File: src/hsvc_pkg.sv
// hsvc_pkg: shared constants, sector codes and the queue item type of the hsv to rgb converter
// no dependencies; used by every other file of the block

package hsvc_pkg;

   // fixed point formats
   localparam int UNIT_BITS     = 12;
   localparam int HUE_FRAC_BITS = 6;

   // field widths
   localparam int HUE_W   = 15;
   localparam int COLOR_W = 13;

   // derived constants
   localparam int UNIT     = 1 << UNIT_BITS;
   localparam int W60      = 60 << HUE_FRAC_BITS;
   localparam int HUE_MAX  = 360 << HUE_FRAC_BITS;
   localparam int WEIGHT_W = $clog2(W60 + 1);
   localparam int PROD_W   = 2 * COLOR_W;

   // w60 = 15 * 2^(HUE_FRAC_BITS+2): shift first, then divide by fifteen
   localparam int W60_SHIFT = HUE_FRAC_BITS + 2;
   localparam int SCALED_W  = COLOR_W + 4;
   localparam int RECIP_15  = (1 << SCALED_W) / 15;
   localparam int RECIP_W   = $clog2(RECIP_15 + 1);

   // decoupling queue
   localparam int QUEUE_DEPTH = 2;
   localparam int QPTR_W      = $clog2(QUEUE_DEPTH);
   localparam int QCNT_W      = $clog2(QUEUE_DEPTH + 1);

   // 60-degree sectors
   localparam logic [2:0] SECT_RED_YELLOW   = 3'd0;
   localparam logic [2:0] SECT_YELLOW_GREEN = 3'd1;
   localparam logic [2:0] SECT_GREEN_CYAN   = 3'd2;
   localparam logic [2:0] SECT_CYAN_BLUE    = 3'd3;
   localparam logic [2:0] SECT_BLUE_MAGENTA = 3'd4;
   localparam logic [2:0] SECT_MAGENTA_RED  = 3'd5;

   typedef struct packed {
      logic                range_error;
      logic [2:0]          sector;
      logic [COLOR_W-1:0]  chroma;
      logic [COLOR_W-1:0]  brightness;
      logic [WEIGHT_W-1:0] weight;
   } item_type;

endpackage

File: src/hsvc_if.sv
// hsvc_if: valid/ready channel interfaces for hsv items in and rgb items out
// depends on hsvc_pkg for field widths

interface hsvc_req_if;
   logic                        valid;
   logic                        ready;
   logic [hsvc_pkg::HUE_W-1:0]   hue;
   logic [hsvc_pkg::COLOR_W-1:0] saturation;
   logic [hsvc_pkg::COLOR_W-1:0] brightness;

   modport source (output valid, hue, saturation, brightness, input ready);
   modport sink (input valid, hue, saturation, brightness, output ready);
endinterface

interface hsvc_rsp_if;
   logic                        valid;
   logic                        ready;
   logic [hsvc_pkg::COLOR_W-1:0] red;
   logic [hsvc_pkg::COLOR_W-1:0] green;
   logic [hsvc_pkg::COLOR_W-1:0] blue;
   logic                        range_error;

   modport source (output valid, red, green, blue, range_error, input ready);
   modport sink (input valid, red, green, blue, range_error, output ready);
endinterface

File: src/hsvc_front.sv
// hsvc_front: range check, sector and window weight of the hue, chroma product
// depends on hsvc_pkg

module hsvc_front (
   input  logic [hsvc_pkg::HUE_W-1:0]   hue,
   input  logic [hsvc_pkg::COLOR_W-1:0] saturation,
   input  logic [hsvc_pkg::COLOR_W-1:0] brightness,
   output hsvc_pkg::item_type           item
);

   logic [31:0]                   hue_ext;
   logic [2:0]                    sector;
   logic [31:0]                   base;
   logic [31:0]                   pos;
   logic [31:0]                   win_dist;
   logic [hsvc_pkg::PROD_W-1:0]    sv_prod;

   assign hue_ext = 32'(hue);

   // sector index: count of 60-degree boundaries passed, hue of 360 stays in the last
   always_comb begin
      sector = 3'd0;
      for (int k = 1; k <= 5; k++) begin
         sector = sector + 3'(hue_ext >= 32'(k * hsvc_pkg::W60));
      end
   end

   // start of the 120-degree window
   always_comb begin
      unique case (sector)
         hsvc_pkg::SECT_RED_YELLOW, hsvc_pkg::SECT_YELLOW_GREEN: base = 32'd0;
         hsvc_pkg::SECT_GREEN_CYAN, hsvc_pkg::SECT_CYAN_BLUE: base = 32'(2 * hsvc_pkg::W60);
         default: base = 32'(4 * hsvc_pkg::W60);
      endcase
   end

   assign pos      = hue_ext - base;
   assign win_dist = (pos >= 32'(hsvc_pkg::W60)) ? (pos - 32'(hsvc_pkg::W60))
                                                 : (32'(hsvc_pkg::W60) - pos);

   assign sv_prod = hsvc_pkg::PROD_W'(saturation) * hsvc_pkg::PROD_W'(brightness);

   assign item.range_error = (hue_ext > 32'(hsvc_pkg::HUE_MAX))
                           || (32'(saturation) > 32'(hsvc_pkg::UNIT))
                           || (32'(brightness) > 32'(hsvc_pkg::UNIT));
   assign item.sector      = sector;
   assign item.chroma      = hsvc_pkg::COLOR_W'(sv_prod >> hsvc_pkg::UNIT_BITS);
   assign item.brightness  = brightness;
   assign item.weight      = hsvc_pkg::WEIGHT_W'(32'(hsvc_pkg::W60) - win_dist);

endmodule

File: src/hsvc_queue.sv
// hsvc_queue: short fifo of classified items between front and back
// depends on hsvc_pkg

module hsvc_queue (
   input  logic               clock,
   input  logic               reset,
   input  logic               push,
   input  hsvc_pkg::item_type push_item,
   output logic               full,
   input  logic               pop,
   output logic               not_empty,
   output hsvc_pkg::item_type pop_item
);

   hsvc_pkg::item_type              mem_ff [hsvc_pkg::QUEUE_DEPTH];
   logic [hsvc_pkg::QPTR_W-1:0]     wr_ptr_ff, wr_ptr_in;
   logic [hsvc_pkg::QPTR_W-1:0]     rd_ptr_ff, rd_ptr_in;
   logic [hsvc_pkg::QCNT_W-1:0]     count_ff, count_in;

   assign full      = (count_ff == hsvc_pkg::QCNT_W'(hsvc_pkg::QUEUE_DEPTH));
   assign not_empty = (count_ff != '0);
   assign pop_item  = mem_ff[rd_ptr_ff];

   function automatic logic [hsvc_pkg::QPTR_W-1:0] next_ptr(
      input logic [hsvc_pkg::QPTR_W-1:0] ptr);
      if (32'(ptr) == hsvc_pkg::QUEUE_DEPTH - 1) begin
         return '0;
      end
      return ptr + 1'b1;
   endfunction

   always_comb begin
      wr_ptr_in = push ? next_ptr(wr_ptr_ff) : wr_ptr_ff;
      rd_ptr_in = pop ? next_ptr(rd_ptr_ff) : rd_ptr_ff;
      count_in  = count_ff + hsvc_pkg::QCNT_W'(push) - hsvc_pkg::QCNT_W'(pop);
   end

   always_ff @(posedge clock) begin
      if (push) begin
         mem_ff[wr_ptr_ff] <= push_item;
      end
   end

   always_ff @(posedge clock) begin
      if (reset) begin
         wr_ptr_ff <= '0;
         rd_ptr_ff <= '0;
         count_ff  <= '0;
      end else begin
         wr_ptr_ff <= wr_ptr_in;
         rd_ptr_ff <= rd_ptr_in;
         count_ff  <= count_in;
      end
   end

   a_no_overflow: assert property (@(posedge clock) disable iff (reset)
      push |-> (!full || pop))
      else $error("queue push while full");

   a_no_underflow: assert property (@(posedge clock) disable iff (reset)
      pop |-> not_empty)
      else $error("queue pop while empty");

   a_count_bound: assert property (@(posedge clock) disable iff (reset)
      32'(count_ff) <= hsvc_pkg::QUEUE_DEPTH)
      else $error("queue count beyond depth");

endmodule

File: src/hsvc_back.sv
// hsvc_back: three-stage pipeline computing x, ordering c, x and 0, adding m
// depends on hsvc_pkg and hsvc_rsp_if

module hsvc_back (
   input  logic               clock,
   input  logic               reset,
   input  logic               in_valid,
   input  hsvc_pkg::item_type in_item,
   output logic               in_pop,
   hsvc_rsp_if.source         rsp
);

   logic advance;

   // stage 1: c times window weight, scaled down by 4 * 2^frac
   logic                          s1_valid_ff;
   logic                          s1_err_ff;
   logic [2:0]                    s1_sector_ff;
   logic [hsvc_pkg::COLOR_W-1:0]  s1_chroma_ff;
   logic [hsvc_pkg::COLOR_W-1:0]  s1_offset_ff;
   logic [hsvc_pkg::SCALED_W-1:0] s1_scaled_ff;
   logic [hsvc_pkg::COLOR_W+hsvc_pkg::WEIGHT_W-1:0] cw_prod;

   // stage 2: reciprocal estimate of the divide by fifteen
   logic                          s2_valid_ff;
   logic                          s2_err_ff;
   logic [2:0]                    s2_sector_ff;
   logic [hsvc_pkg::COLOR_W-1:0]  s2_chroma_ff;
   logic [hsvc_pkg::COLOR_W-1:0]  s2_offset_ff;
   logic [hsvc_pkg::SCALED_W-1:0] s2_scaled_ff;
   logic [hsvc_pkg::SCALED_W-1:0] s2_quot_ff;
   logic [hsvc_pkg::SCALED_W+hsvc_pkg::RECIP_W-1:0] recip_prod;

   // stage 3: correction, ordering, offset
   logic [hsvc_pkg::SCALED_W-1:0] rem;
   logic [hsvc_pkg::COLOR_W-1:0]  x_val;
   logic [hsvc_pkg::COLOR_W-1:0]  r_raw, g_raw, b_raw;
   logic                          out_valid_ff;
   logic [hsvc_pkg::COLOR_W-1:0]  red_ff, green_ff, blue_ff;
   logic                          err_ff;

   assign advance = !out_valid_ff || rsp.ready;
   assign in_pop  = advance && in_valid;

   assign cw_prod = (hsvc_pkg::COLOR_W + hsvc_pkg::WEIGHT_W)'(in_item.chroma)
                  * (hsvc_pkg::COLOR_W + hsvc_pkg::WEIGHT_W)'(in_item.weight);

   assign recip_prod = (hsvc_pkg::SCALED_W + hsvc_pkg::RECIP_W)'(s1_scaled_ff)
                     * (hsvc_pkg::SCALED_W + hsvc_pkg::RECIP_W)'(hsvc_pkg::RECIP_15);

   // estimate is exact or one low
   assign rem   = s2_scaled_ff - ((s2_quot_ff << 4) - s2_quot_ff);
   assign x_val = hsvc_pkg::COLOR_W'(s2_quot_ff)
                + hsvc_pkg::COLOR_W'(rem >= hsvc_pkg::SCALED_W'(15));

   always_comb begin
      unique case (s2_sector_ff)
         hsvc_pkg::SECT_RED_YELLOW: begin
            r_raw = s2_chroma_ff; g_raw = x_val;        b_raw = '0;
         end
         hsvc_pkg::SECT_YELLOW_GREEN: begin
            r_raw = x_val;        g_raw = s2_chroma_ff; b_raw = '0;
         end
         hsvc_pkg::SECT_GREEN_CYAN: begin
            r_raw = '0;           g_raw = s2_chroma_ff; b_raw = x_val;
         end
         hsvc_pkg::SECT_CYAN_BLUE: begin
            r_raw = '0;           g_raw = x_val;        b_raw = s2_chroma_ff;
         end
         hsvc_pkg::SECT_BLUE_MAGENTA: begin
            r_raw = x_val;        g_raw = '0;           b_raw = s2_chroma_ff;
         end
         default: begin
            r_raw = s2_chroma_ff; g_raw = '0;           b_raw = x_val;
         end
      endcase
   end

   always_ff @(posedge clock) begin
      if (advance) begin
         s1_err_ff    <= in_item.range_error;
         s1_sector_ff <= in_item.sector;
         s1_chroma_ff <= in_item.chroma;
         s1_offset_ff <= in_item.brightness - in_item.chroma;
         s1_scaled_ff <= hsvc_pkg::SCALED_W'(cw_prod >> hsvc_pkg::W60_SHIFT);

         s2_err_ff    <= s1_err_ff;
         s2_sector_ff <= s1_sector_ff;
         s2_chroma_ff <= s1_chroma_ff;
         s2_offset_ff <= s1_offset_ff;
         s2_scaled_ff <= s1_scaled_ff;
         s2_quot_ff   <= hsvc_pkg::SCALED_W'(recip_prod >> hsvc_pkg::SCALED_W);

         err_ff   <= s2_err_ff;
         red_ff   <= s2_err_ff ? '0 : r_raw + s2_offset_ff;
         green_ff <= s2_err_ff ? '0 : g_raw + s2_offset_ff;
         blue_ff  <= s2_err_ff ? '0 : b_raw + s2_offset_ff;
      end
   end

   always_ff @(posedge clock) begin
      if (reset) begin
         s1_valid_ff  <= 1'b0;
         s2_valid_ff  <= 1'b0;
         out_valid_ff <= 1'b0;
      end else if (advance) begin
         s1_valid_ff  <= in_valid;
         s2_valid_ff  <= s1_valid_ff;
         out_valid_ff <= s2_valid_ff;
      end
   end

   assign rsp.valid       = out_valid_ff;
   assign rsp.red         = red_ff;
   assign rsp.green       = green_ff;
   assign rsp.blue        = blue_ff;
   assign rsp.range_error = err_ff;

   a_err_zero: assert property (@(posedge clock) disable iff (reset)
      (out_valid_ff && err_ff) |-> (red_ff == '0 && green_ff == '0 && blue_ff == '0))
      else $error("range error item carries nonzero color");

   a_stall_holds: assert property (@(posedge clock) disable iff (reset)
      (out_valid_ff && !rsp.ready) |=> ($stable(s1_valid_ff) && $stable(s2_valid_ff)))
      else $error("pipeline moved during output stall");

   a_pop_on_advance: assert property (@(posedge clock) disable iff (reset)
      (out_valid_ff && !rsp.ready) |-> !in_pop)
      else $error("queue popped during output stall");

endmodule

File: src/hsv_to_rgb_converter.sv
// hsv_to_rgb_converter: top level, hsv pixel in, rgb pixel out
// depends on hsvc_pkg, hsvc_if, hsvc_front, hsvc_queue, hsvc_back
//
//   channel | dir | handshake       | payload
//   req     | in  | valid / ready   | hue, saturation, brightness
//   rsp     | out | valid / ready   | red, green, blue, range_error
//
// one item per clock sustained while rsp.ready is high; path: queue, s1, s2, output register
// one item per cycle: front combinational, each back stage takes a new item each unstalled cycle
// reset is synchronous and active high; it empties the queue and the pipeline
// req.ready drops whenever the two-entry queue is full, even in a cycle that drains it
// an output stall freezes the back pipeline; the queue absorbs two more items
// after a stall ends, req.ready returns in the cycle after the first rsp item leaves

module hsv_to_rgb_converter (
   input  logic        clock,
   input  logic        reset,
   hsvc_req_if.sink    req,
   hsvc_rsp_if.source  rsp
);

   // classified item from the front, straight into the queue
   hsvc_pkg::item_type front_item;
   hsvc_pkg::item_type queue_item;
   logic               queue_full;
   logic               queue_not_empty;
   logic               queue_pop;
   logic               queue_push;

   // item accepted whenever the queue has room
   assign req.ready  = !queue_full;
   assign queue_push = req.valid && !queue_full;

   // range check, sector, window weight and chroma product
   hsvc_front u_front (
      .hue        (req.hue),
      .saturation (req.saturation),
      .brightness (req.brightness),
      .item       (front_item)
   );

   // decoupling between acceptance and computation
   hsvc_queue u_queue (
      .clock     (clock),
      .reset     (reset),
      .push      (queue_push),
      .push_item (front_item),
      .full      (queue_full),
      .pop       (queue_pop),
      .not_empty (queue_not_empty),
      .pop_item  (queue_item)
   );

   // x computation, color ordering and offset, output register
   hsvc_back u_back (
      .clock    (clock),
      .reset    (reset),
      .in_valid (queue_not_empty),
      .in_item  (queue_item),
      .in_pop   (queue_pop),
      .rsp      (rsp)
   );

endmodule

File: src/flat_wrapper.sv
// flat-port wrapper written by rule: the top's interface ports become plain ports
module hsv_to_rgb_converter_flat 
  (clock, reset, req_valid, req_hue, req_saturation, req_brightness, req_ready, rsp_valid, rsp_red, rsp_green, rsp_blue, rsp_range_error, rsp_ready);
  hsvc_req_if req_i ();
  hsvc_rsp_if rsp_i ();
  input  logic clock;
  input  logic reset;
  input wire logic [$bits(req_i.valid)-1:0] req_valid;
  input wire logic [$bits(req_i.hue)-1:0] req_hue;
  input wire logic [$bits(req_i.saturation)-1:0] req_saturation;
  input wire logic [$bits(req_i.brightness)-1:0] req_brightness;
  output wire logic [$bits(req_i.ready)-1:0] req_ready;
  output wire logic [$bits(rsp_i.valid)-1:0] rsp_valid;
  output wire logic [$bits(rsp_i.red)-1:0] rsp_red;
  output wire logic [$bits(rsp_i.green)-1:0] rsp_green;
  output wire logic [$bits(rsp_i.blue)-1:0] rsp_blue;
  output wire logic [$bits(rsp_i.range_error)-1:0] rsp_range_error;
  input wire logic [$bits(rsp_i.ready)-1:0] rsp_ready;
  assign req_i.valid = req_valid;
  assign req_i.hue = req_hue;
  assign req_i.saturation = req_saturation;
  assign req_i.brightness = req_brightness;
  assign req_ready = req_i.ready;
  assign rsp_valid = rsp_i.valid;
  assign rsp_red = rsp_i.red;
  assign rsp_green = rsp_i.green;
  assign rsp_blue = rsp_i.blue;
  assign rsp_range_error = rsp_i.range_error;
  assign rsp_i.ready = rsp_ready;
  hsv_to_rgb_converter u_core (.clock(clock), .reset(reset), .req(req_i), .rsp(rsp_i));
endmodule
File: config.mk
export PLATFORM = sky130hd
export DESIGN_NAME = hsv_to_rgb_converter_flat
export DESIGN_NICKNAME = d
export VERILOG_FILES = /design/src/hsvc_pkg.sv /design/src/hsvc_if.sv /design/src/hsvc_front.sv /design/src/hsvc_queue.sv /design/src/hsvc_back.sv /design/src/hsv_to_rgb_converter.sv /design/src/flat_wrapper.sv
export SDC_FILE = /design/constraint.sdc
export NUM_CORES = 1
export LEC_CHECK = 0
export ABC_AREA = 0
export BUFFER_PORTS_ARGS = -buffer_cell sky130_fd_sc_hd__clkbuf_2
export CORE_MARGIN = 2
export CORE_UTILIZATION = 60
export CTS_CLUSTER_SIZE = 28
export DETAILED_ROUTE_END_ITERATION = 8
export PLACE_DENSITY = 0.87
export SLEW_MARGIN = 10
export SYNTH_ARGS = -nofsm -noshare
export SYNTH_HDL_FRONTEND = slang
export SYNTH_SLANG_ARGS = --single-unit
export TNS_END_PERCENT = 30
File: constraint.sdc
create_clock -name clock -period 8.85 [get_ports clock]
set_input_delay 0.885 -clock clock [delete_from_list [all_inputs] [get_ports clock]]
set_output_delay 0.885 -clock clock [all_outputs]
set_load 0.1 [all_outputs]
== Yosys cells after proc, flatten, opt, wreduce, memory -nomap -nowiden ==
Memories as Yosys holds them, arrays and structs flattened. A register that Yosys moved wholly into a read port is not among the register bits.
Index checks and enable logic that the tools add are counted.
Word-level totals
  RAM bits: 84
  register bits: 155
  memories kept: 1
Memories
  u_core.u_queue.mem_ff: depth 2, bits a word 42, read ports 1, clocked after Yosys merged registers in 1, write ports 1, line hsvc_queue.sv:15  | hsvc_pkg::item_type mem_ff [hsvc_pkg::QUEUE_DEPTH];
Operators by class
  multiplexer cells: 15
  order comparisons: 10
  equal/unequal tests: 8
  reduce and logical (&&, ||, !) cells: 18
  multipliers: 3
  add/subtract/negate cells: 19
Operator list (number)
  $pmux W13 S2: 3
  $add A13 B13 Y13: 3
  $ge A32 B12 Y1 const B: 1
  $ge A15 B14 Y1 const B: 2
  $mul A17 B13 Y30 const B: 1
  $pmux W14 S2: 1
  $gt A13 B13 Y1 const B: 2
  $mul A13 B12 Y25: 1
  $mul A13 B13 Y25: 1
  $sub A12 B12 Y12 const A: 2
  $ge A17 B4 Y1 const B: 1
  $sub A17 B14 Y17: 1
  $sub A17 B17 Y17: 1
  $reduce_or A2 Y1: 8
  $sub A15 B14 Y16: 1
  $ge A15 B12 Y1 const B: 1
  $ge A15 B13 Y1 const B: 1
  $ge A15 B15 Y1 const B: 1
  $gt A15 B15 Y1 const B: 1
  $add A13 B1 Y13: 1
  $sub A13 B13 Y13: 1
  $eq A3 B2 Y1 const B: 4
  $mux W12: 1
  $sub A12 B12 Y12 const B: 1
  other kinds (15): 32

== Depth between registers and ports, before layout ==
  depth after elaboration: 12
  mapped depth: 30
  gate-level depth less buffers: 30

== Modules after synthesis ==
Synthesis repeated with hierarchy kept, for this count alone.
Second synthesis, totals
  cells, all modules: 2536
  area total of the unflattened synthesis: 25512.0 sq um
By module, submodules not included
  hsvc_back: sequential area each 4504.3 sq um, instances 1, cells an instance 1581, area each 15508.6 sq um
  hsvc_front: sequential area each 0.0 sq um, instances 1, cells an instance 801, area each 6537.5 sq um
  hsvc_queue: sequential area each 2622.5 sq um, instances 1, cells an instance 152, area each 3455.8 sq um
  hsv_to_rgb_converter: sequential area each 0.0 sq um, instances 1, cells an instance 2, area each 10.0 sq um

== Worst setup path before layout ==
No wires, ideal clock.
  path type: register to register
  start point: register (tool-made name)
  end point: register u_core.u_back.s1_scaled_ff[16] in the netlist's numbering, data pin
  cell stages (with the launch flop): 23
  data arrival time: 6228 ps
  setup slack: 2361 ps
  cell sequence: dfxtp_1 buf_6 buf_1 mux2i_1 clkinv_1 nand2_1 fa_1 fa_1 inv_1 fa_1 inv_1 fa_1 inv_1 fa_1 ha_1 a21o_1 a22o_1 a311o_1 and2_4 a221oi_4 o21ai_4 o31ai_2 xnor2_1
RTL lines
  end signal: assignment: line hsvc_back.sv:85  | s1_scaled_ff <= hsvc_pkg::SCALED_W'(cw_prod >> hsvc_pkg::W60_SHIFT);
  end: declaration: line hsvc_back.sv:21  | logic [hsvc_pkg::SCALED_W-1:0] s1_scaled_ff;

==> impl_metrics.csv <==
group,metric,value,unit
logic_synthesis,synth_mux_area_frac,0.0236,
placed_design,dp.final_hpwl,42900,um
die,fp.dieArea,42600,um2
critical_path,endpoint_kind,"register",
clock_tree,clkTransAtPathRegs,0.06,ns
logic_synthesis,synth_fa_ha_area_frac,0.353,
route,via_count,17700,
logic_synthesis,syn_inst,2448,
critical_path,crit_chain,"buf_4, mux2i_1, inv_1, nand2_1, fa_1, inv_1, fa_1, fa_1, inv_1, fa_1, inv_1, fa_1, ha_1, a21o_1, a22o_1, a311o_1, and2_4, a221oi_4, o21ai_4, o31ai_2, xnor2_1",
logic_synthesis,synth_top_family_by_area,"adder cells",
finish,antenna_cells,0,
route,finalWirelength,55100,um
timing,fin_crit,7.22,ns
timing,worst_pin_slew,1.13,ns
global_route,grt_use_total,0.267,
finish,nets,3075,
critical_path,worst_path_max_delay_cell,"dfxtp_2",
clock_tree,worst_skew_pair.late_latency,0.55,ns
route,wl_per_cell,18.1,um
critical_path,path_class,"register to register",
worst_hold_path,holdCritPathClass,"register to register",
logic_synthesis,synth_fp_nets,3031,
critical_path,cp-start-kind,"register",
global_route,grt_max_degree,89,
global_route,grt_pass1_vias,18300,
global_route,antenna_found_initial,0,
timing,finalSetupTns,0,ns
clock_tree,root_buffer,"clkbuf_16",
worst_hold_path,hold_start,"u_core.u_back.s1_chroma_ff[11]",
route,vias_per_cell,5.83,
clock_tree,hold_buffers,0,
logic_synthesis,synth_compound_area_frac,0.0877,
critical_path,reg2reg_slack,1.63,ns
timing,rsz0062_at_grt,"no",
worst_hold_path,min_path_cells,0,
finish,area_growth,6.75,%
logic_synthesis,seq_area_frac_synth,0.290,
clock_tree,cts.sinks,240,
finish,drive_above_1_share,0.0741,
die,start_util,0.605,
worst_hold_path,min_to,"u_core.u_back.s2_chroma_ff[11]",
finish,fillers,3049,
critical_path,reg2reg_depth,21,
finish,mostFrequentLayoutCells,"inv_1, nand2_1, ha_1",
global_route,grt_overflow_total,0,
critical_path,cpPeakStageDelay,0.93,ns
global_route,grt_first_pass_wirelength,90600,um
logic_synthesis,synth.avg_cell_area,10.0,um2
clock_tree,cts_resized,0,
timing,finalHoldViolations,0,
finish,layout_commonest_cell,"inv_1",
critical_path,rr_endpoint,"u_core.u_back.s1_scaled_ff[16]",
critical_path,critPathMostFrequentCell,"fa_1",
timing,fin_crit_sh,0.816,
timing,setup_violations,0,
timing,max_slew_margin,0.243,
clock_tree,postCtsSetupRepairBufs,0,
die,core_area,40600,um2
logic_synthesis,synth_seq_cells,240,
placed_design,place.gp.congestion,0.934,
clock_tree,cts_buffer_depth,3,
clock_tree,cts_tree,"done",
job,cap_violations,0,
route,post-route-drc-count,0,
logic_synthesis,netlist_area,24600,um2
timing,fmax,138,MHz
timing,slew_violations,0,
timing,final.setup_skew,0.0115,ns
clock_tree,numCtsBuffers,25,
die,dieWidth,206,um
clock_tree,ctsHtreeMaxLevel,1,
placed_design,port-buffer-count,86,
die,num_io_pins,87,
logic_synthesis,yosys_warnings,0,
logic_synthesis,synthSimpleGateAreaFrac,0.124,
critical_path,arrival,7.51,ns
run_status,status,"complete, no violations",
logic_synthesis,ys_types,79,
critical_path,crit_fanout,34,
critical_path,cp.required,9.14,ns
route,drtAntennaViolNets,0,
route,drtPass1Iterations,5,
route,drt_iter0_markers,1449,
logic_synthesis,postSynth.asyncResetShare,0,
die,die_height,206,um
logic_synthesis,synth_enable_flop_cells,232,
logic_synthesis,synth-xor-area-share,0.0481,
logic_synthesis,synth_ff_type,"edfxtp_1",
die,floorplan.rows,74,
[Yosys cell counts (4+ instances only)]
cell type  number  area share
buf_1           4     0.00061
o22ai_1        10      0.0025
mux2_2         29       0.013
nor4_1         11      0.0028
nand2_1       284       0.043
xor2_1         40       0.014
nand3_1        22      0.0045
fa_1          258        0.21
o21ai_0        65       0.013
xnor2_1        95       0.034
nor3_1         28      0.0057
a21o_1         18      0.0055
o21a_1         13      0.0040
a21oi_1       109       0.022
nand4_1         9      0.0023
o31ai_1         4      0.0012
a21boi_0        8      0.0024
inv_1         399       0.061
edfxtp_1      232        0.28
nor2b_1        23      0.0059
dfxtp_1         8      0.0065
mux2i_1        23      0.0094
a31oi_1         4      0.0010
or3_1           5      0.0013
a211o_1         8      0.0029
a32o_1          4      0.0016
a31o_2          4      0.0014
o211ai_1        4      0.0012
nor2_1        167       0.025
and2_1         72       0.018
clkbuf_1       69       0.011
and3_1          9      0.0023
o21bai_1       19      0.0058
clkinv_1        5     0.00076
a211oi_1       18      0.0055
nand2b_1       17      0.0043
ha_1          280        0.14
or2_2           4      0.0010
[logic make-up (layout without fill, tap and decap cells)]
kind of cell               after synthesis  in the layout
AOI/OAI and AO/OA                      329            329
xor gates and xnor gates               135            135
adders and majority gates              538            538
buffers and inverters                  481            543
DFF                                    240            240
muxes                                   53             53
and+or+nand+nor                        672            672
[worst max path at each step]
stage	to	slack (ns)	cells past startpoint
after global placement	u_core.u_back.s1_scaled_ff[16]	1.88	21
final	u_core.u_back.s1_scaled_ff[16]	1.63	21
after CTS	u_core.u_back.s1_scaled_ff[16]	1.63	21
after detailed placement	u_core.u_back.s1_scaled_ff[16]	1.69	21
after global routing	u_core.u_back.s1_scaled_ff[16]	1.21	21
after floorplan	u_core.u_back.s1_scaled_ff[16]	2.36	22
[worst max-delay path: cells and delay by family, from the launching register on]
| family | cells | cell delay (ns) |
|---|---|---|
| fa+ha+maj | 6 | 2.78 |
| compound gates | 6 | 1.51 |
| flops | 1 | 0.93 |
| buf+inv | 5 | 0.87 |
| mux | 1 | 0.39 |
| simple gates | 2 | 0.34 |
| xor+xnor | 1 | 0.13 |
[cell type report]
cell class                      count  area [um2]  area share
Tap cell                          532         666      0.0254
Inverter                          406        1530      0.0583
Timing Repair Buffer               92         475      0.0181
Clock buffer                       30         644      0.0246
Sequential cell                   240        7130       0.272
Multi-Input combinational cell   1727       15700       0.597
Clock inverter                     15         141     0.00539
[metrics by stage]
stage | instances | utilization | setup slack (ns) | hold slack, ns | area (um2)
CTS | 3042 | 0.646 | 1.63 | 0.413 | 26200
floorplan | 2448 | - | 2.36 | 0.400 | 24600
global route | 3042 | 0.646 | 1.21 | 0.417 | 26200
detailed placement | 2997 | 0.626 | 1.69 | 0.405 | 25500
global placement | 2997 | 0.626 | 1.88 | 0.401 | 25500
finish | 3042 | 0.646 | 1.63 | 0.412 | 26200
[per-layer routing]
layer	part of all wire	GRT usage	vias to the layer above	wire length [um]
met2	0.50	0.463	742	27500
met4	0.032	0.0890	0	1770
met5	0	0	-	0
met3	0.069	0.0325	156	3820
li1	-	-	8160	-
met1	0.40	0.346	8668	22000
[flip-flops by register name (all words and copies together) (netlist names), named ones only]
signal	count
u_core.u_queue.rd_ptr_ff	1
u_core.u_back.rsp.valid	1
u_core.u_back.rsp.red	13
u_core.u_back.rsp.green	13
u_core.u_queue.count_ff	2
u_core.u_queue.wr_ptr_ff	1
u_core.u_back.s1_sector_ff	3
u_core.u_back.rsp.blue	13
u_core.u_back.rsp.range_error	1
u_core.u_back.s1_offset_ff	13
u_core.u_back.s1_valid_ff	1
u_core.u_back.s2_valid_ff	1
u_core.u_back.s1_err_ff	1
u_core.u_queue.mem_ff	84
u_core.u_back.s2_scaled_ff	17
u_core.u_back.s1_scaled_ff	17
u_core.u_back.s2_chroma_ff	13
u_core.u_back.s2_quot_ff	14
u_core.u_back.s2_offset_ff	13
u_core.u_back.s2_sector_ff	3
u_core.u_back.s2_err_ff	1
u_core.u_back.s1_chroma_ff	13
Power is not shown: default switching activity piles up to over one toggle a cycle in this logic, so the estimate is an artifact.
